==> config.mk <==
export PLATFORM = sky130hd
export DESIGN_NAME = lfom_ctrl
export DESIGN_NICKNAME = d
export VERILOG_FILES = /design/src/line_fifo_with_overrun_mark_macros.svh /design/src/lfom_pkg.sv /design/src/lfom_ctrl.sv
export SDC_FILE = /design/constraint.sdc
export NUM_CORES = 1
export LEC_CHECK = 0
export ABC_AREA = 1
export BUFFER_PORTS_ARGS = -buffer_cell sky130_fd_sc_hd__buf_2
export CORE_AREA = 2 2 39 41
export CTS_CLUSTER_DIAMETER = 30
export DETAILED_ROUTE_END_ITERATION = 10
export DIE_AREA = 0 0 41 43
export PLACE_DENSITY = 0.37
export SYNTH_ARGS = -nofsm -noshare
export SYNTH_HDL_FRONTEND = slang
export SYNTH_SLANG_ARGS = --single-unit
==> constraint.sdc <==
create_clock -name clk -period 2.35 [get_ports clk]
set_input_delay 0.235 -clock clk [delete_from_list [all_inputs] [get_ports clk]]
set_output_delay 0.235 -clock clk [all_outputs]
set_load 0.05 [all_outputs]
==> src/line_fifo_with_overrun_mark_macros.svh <==
// Assertion macros for the line FIFO.
`ifndef LINE_FIFO_WITH_OVERRUN_MARK_MACROS_SVH
`define LINE_FIFO_WITH_OVERRUN_MARK_MACROS_SVH
`ifndef SYNTH
`define LFOM_ASSERT(lbl, clk, rst, prop, msg) \
  lbl: assert property (@(posedge clk) disable iff (rst) (prop)) else $error(msg);
`define LFOM_ASSERT_IMP(lbl, clk, rst, ante, cons, msg) \
  lbl: assert property (@(posedge clk) disable iff (rst) (ante) |-> (cons)) else $error(msg);
`define LFOM_ASSERT_NEXT(lbl, clk, rst, ante, cons, msg) \
  lbl: assert property (@(posedge clk) disable iff (rst) (ante) |=> (cons)) else $error(msg);
`else
`define LFOM_ASSERT(lbl, clk, rst, prop, msg)
`define LFOM_ASSERT_IMP(lbl, clk, rst, ante, cons, msg)
`define LFOM_ASSERT_NEXT(lbl, clk, rst, ante, cons, msg)
`endif
`endif

==> src/lfom_pkg.sv <==
package lfom_pkg;

  localparam int RING_DEPTH = 8192;
  localparam int MAX_DRAIN  = 64;

  localparam int ADDR_W = $clog2(RING_DEPTH);
  localparam int CNT_W  = $clog2(RING_DEPTH + 1);
  localparam int DRN_W  = $clog2(MAX_DRAIN + 1);
  localparam int SUM_W  = CNT_W + 1;
  localparam int FILL_W = 14;
  localparam int SINK_W = 7;

  localparam int S_TDATA_W = 24;
  localparam int S_TUSER_W = 3;
  localparam int M_TDATA_W = 24;

  localparam logic [7:0] NEWLINE_MARK = 8'h0A;
  localparam logic [7:0] RESERVE_RST  = 8'd30;

  localparam logic [1:0] KIND_LINE  = 2'd0;
  localparam logic [1:0] KIND_DRAIN = 2'd1;
  localparam logic [1:0] KIND_FLUSH = 2'd2;

  localparam logic REG_ENABLE  = 1'b0;
  localparam logic REG_RESERVE = 1'b1;

  typedef enum logic {
    ST_IDLE,
    ST_DRAIN
  } state_t;

  typedef struct packed {
    logic store;
    logic store_mark;
    logic mode_set;
    logic mode_clr;
    logic flush;
    logic rd_first;
    logic rd_next;
    logic out_load;
  } cmd_t;

  typedef struct packed {
    logic admit;
    logic line_mode;
    logic full;
    logic drain_none;
    logic remain_zero;
    logic out_free;
  } stat_t;

  function automatic logic [ADDR_W-1:0] ptr_inc(input logic [ADDR_W-1:0] p);
    return (p == ADDR_W'(RING_DEPTH - 1)) ? '0 : p + 1'b1;
  endfunction

endpackage

==> src/lfom_ctrl.sv <==
module lfom_ctrl (
  input  logic             clk,
  input  logic             rst,
  input  logic             s_tvalid,
  output logic             s_tready,
  input  logic [1:0]       kind,
  input  logic             first_of_line,
  input  logic             stream_enable,
  input  lfom_pkg::stat_t  stat,
  output lfom_pkg::cmd_t   cmd
);

  lfom_pkg::state_t state, state_next;

  always_ff @(posedge clk) begin
    if (rst) begin
      state <= lfom_pkg::ST_IDLE;
    end else begin
      state <= state_next;
    end
  end

  always_comb begin
    state_next = state;
    cmd        = '0;
    s_tready   = 1'b0;
    unique case (state)
      lfom_pkg::ST_IDLE: begin
        s_tready = 1'b1;
        if (s_tvalid && stream_enable) begin
          unique case (kind)
            lfom_pkg::KIND_LINE: begin
              if (first_of_line) begin
                if (stat.admit) begin
                  cmd.mode_set = 1'b1;
                  cmd.store    = !stat.full;
                end else begin
                  cmd.mode_clr   = 1'b1;
                  cmd.store      = !stat.full;
                  cmd.store_mark = 1'b1;
                end
              end else begin
                cmd.store = stat.line_mode && !stat.full;
              end
            end
            lfom_pkg::KIND_DRAIN: begin
              if (!stat.drain_none) begin
                cmd.rd_first = 1'b1;
                state_next   = lfom_pkg::ST_DRAIN;
              end
            end
            lfom_pkg::KIND_FLUSH: begin
              cmd.flush = 1'b1;
            end
            default: begin
            end
          endcase
        end
      end
      lfom_pkg::ST_DRAIN: begin
        if (stat.out_free) begin
          cmd.out_load = 1'b1;
          if (stat.remain_zero) begin
            state_next = lfom_pkg::ST_IDLE;
          end else begin
            cmd.rd_next = 1'b1;
          end
        end
      end
      default: begin
        state_next = lfom_pkg::ST_IDLE;
      end
    endcase
  end

endmodule

[Word level (Yosys, flattened, before mapping)]
Index checks and enable logic that the tools add are counted.
Storage, ports and cells
  register bits: 1
  latch bits: 0
  memory bits (writable): 0
  memory bits (read-only): 0
  output and inout port bits: 9
  memories kept: 0
Cells by class
  add/sub/neg operators: 0
  multipliers: 0
  divide/modulo/power cells: 0
  magnitude comparators: 0
  eq/ne operators: 2
  shift operators: 0
  multiplexer cells: 17
  bitwise logic cells: 1
  reductions and logical operators: 4
Operator list (number)
  2-to-1 mux 6 bit: 2
  2-to-1 mux 1 bit: 10
  2-to-1 mux 2 bit: 2
  2-to-1 mux 4 bit: 1
  2-to-1 mux 3 bit: 1
  == test 2 x 1 -> 1 bit, second input constant: 1
  == test 2 bit, second input constant: 1
  logical AND 1 bit: 2
  logical NOT 2 bit: 1
  one-hot mux 1 bit (2 select lines): 1
  logical NOT 1 bit: 1
  NOT 1 bit: 1

[Depth between registers and ports, before layout]
  word-level depth: 6
  mapped depth: 5
  depth with buffers taken out: 5

[Least setup slack after synthesis]
Ideal clock, no wire load.
  kind: reg-to-output
  start point: register state
  end point: output cmd[6] (netlist name)
  arrival time: 2.187 ns
  slack: -0.072 ns
  cell stages (with the launch flop): 5
  cell sequence: dfxtp_1 inv_2 nand2_1 nor3_1 buf_4
RTL lines
  start, declared: line lfom_ctrl.sv:13  | lfom_pkg::state_t state, state_next;
  start signal, assigned: line lfom_ctrl.sv:17  | state <= lfom_pkg::ST_IDLE;
  start signal, assigned: line lfom_ctrl.sv:19  | state <= state_next;
  end, declared: line lfom_ctrl.sv:10  | output lfom_pkg::cmd_t cmd

==> impl_metrics.ini <==
[floorplan]
die_h_um = 43
fp-row-count = 14
num_io_pins = 22
start_util_pct = 10.4
design.core.area_mm2 = 0.00138
dieArea_mm2 = 0.00176
die_w_um = 41

[placed_design]
globalplace.congestion = 0.569
placed_area_um2 = 267
dp_hpwl_um = 409
post-place-cells = 57
port_buffers = 21
pre_cts_ws_ns = 1.04

[drt]
routed_wl_um = 425
drt_iter0_drc = 1
drc = 0
vias_per_cell = 3.51
ant_nets = 0
vias = 200
avgRoutedWirePerCell_um = 7.46
drt_first_pass_iters = 2

[grt]
antenna_found_initial = 0
grt_overflow = 0
grt_pass1_vias = 138
grt_first_pass_wirelength_um = 545
grt_use_total_pct = 4.20
grt_start_max_net_pins = 5

[clock_tree]
post_cts_resized = 0
post-cts-setup-buffer-count = 0
ctsHoldBuffers = 0
clk_pin_slew_ns = 0
clk_latency_ns = 0

[cells_and_area]
layout.nets = 56
drive_above_1_share_pct = 68.3
top_register = state
largest_reg_flops = 1
syn2layout_area_growth_pct = 85.2
n_antenna_cell = 0
layout_commonest_cell = buf_2
largest_registers = state (1)
final_cell_mix = 21 x buf_2, 3 x nand2_1, 3 x nor2_1
stdcell_count = 57
design_area_um2 = 267

[power_and_ir_drop]
power.density_mw_per_mm2 = 184
p_leak_uw = 0.000143
switchingPower_uw = 19.0
seqPwrFrac_pct = 36.4
switching_share_pct = 38.7
intPower_uw = 30.0
vdd_ir_drop_max_uv = 79.2
power_frac_clock_pct = 0
power_frac_comb_pct = 63.6

[synth]
netlist_area_um2 = 144
synth_cell_types = 15
synth_nets = 34
ys_warn_count = 0
syn_inst = 21
ys_seq_area_share_pct = 13.9
synth_area_per_cell_um2 = 6.85
ys_seq_elements = 1

[worst_setup_path]
cp-end-kind = output pin
required_ns = 2.12
path_cells = buf_2 > nor2_1 > nand3_1 > nor3b_2 > buf_2
startpoint_type = input pin
cp_max_fo = 3
path_class = input pin to output pin
slowest_stage = buf_2
slowest_delay_ns = 0.28
worst-path-buf-inv = 2
arrival_ns = 1.06
cp_top_family = simple AND/OR/NAND/NOR gates
path_common_cell = buf_2

[timing]
max_slew_margin_pct = 83.4
finalClockSkew_ns = 0
final-setup-viol-count = 0
final.setup.tns_ns = 0
timing.final.ws_setup_ns = 1.06
slew_viol_final = 0
fin_crit_sh_pct = 55.0
post-route-min-period_ns = 1.29
final_hold_viol_count = 0
max_freq_mhz = 773
rsz0062_at_grt = false
worst_pin_slew_ns = 0.251

[run_status]
outcome = completed

[min_path]
holdCritPathClass = input pin to flip-flop

[flow_run]
maxCapViolations = 0
area by class of cell:
class,instances,area [um^2]
Inverter,2,7.51
Tap cell,16,20.0
Timing Repair Buffer,21,105
Multi-Input combinational cell,17,114
Sequential cell,1,20.0
Fill cell,162,1120
worst paths after layout:
path	from	endpoint	slack, ns	depth (start not counted)
setup / recovery	kind[1]	cmd[5]	1.06	5
hold / removal	rst	state	0.40	2
hold reg to reg	state	state	0.64	4
setup reg to reg	state	state	1.58	5
power by group through the flow:
stage	Combinational (uW)	Sequential (uW)	Clock, uW
after detailed placement	31.7	17.9	0
after global routing	33.9	17.9	0
final	31.1	17.8	0
after global placement	31.8	17.9	0
after CTS	31.8	17.9	0
after floorplan	16.4	17.8	0
metrics by stage:
step	util (%)	power (uW)	hold WS, ns
after detailed placement	19.3	49.6	0.400
after global routing	19.3	51.8	0.401
after global placement	19.3	49.6	0.400
after floorplan	-	34.2	0.302
final	19.3	49.0	0.400
after CTS	19.3	49.6	0.400
cell usage after synthesis:
cell type / count / area (um^2)
dfxtp_1: 1 / 20.0
o21ai_0: 1 / 5.00
nand3_4: 1 / 17.5
a21oi_1: 1 / 5.00
nor2_2: 2 / 12.5
nor2_4: 1 / 11.3
nand3_1: 1 / 5.00
nand2_1: 3 / 11.3
nor3_1: 2 / 10.0
inv_2: 1 / 3.75
inv_1: 1 / 3.75
nor2_1: 3 / 11.3
nor3b_1: 1 / 7.51
buf_4: 1 / 7.51
nor3b_2: 1 / 12.5
cells by family after synthesis:
| group | after synthesis | share of synthesized area [%] |
|---|---|---|
| compound gates | 2 | 6.95 |
| buf+inv | 3 | 10.4 |
| flops | 1 | 13.9 |
| simple gates | 15 | 68.7 |
layer usage:
metal  global-route usage [%]  vias to the layer above  routed length (um)
li1                         -                      110                   -
met3                     1.05                        0                  81
met1                     6.35                       75                 180
met5                        0                        -                   0
met4                        0                        0                   0
met2                     6.25                       15                 163
No activity file was read; power rests on OpenSTA's default activity.
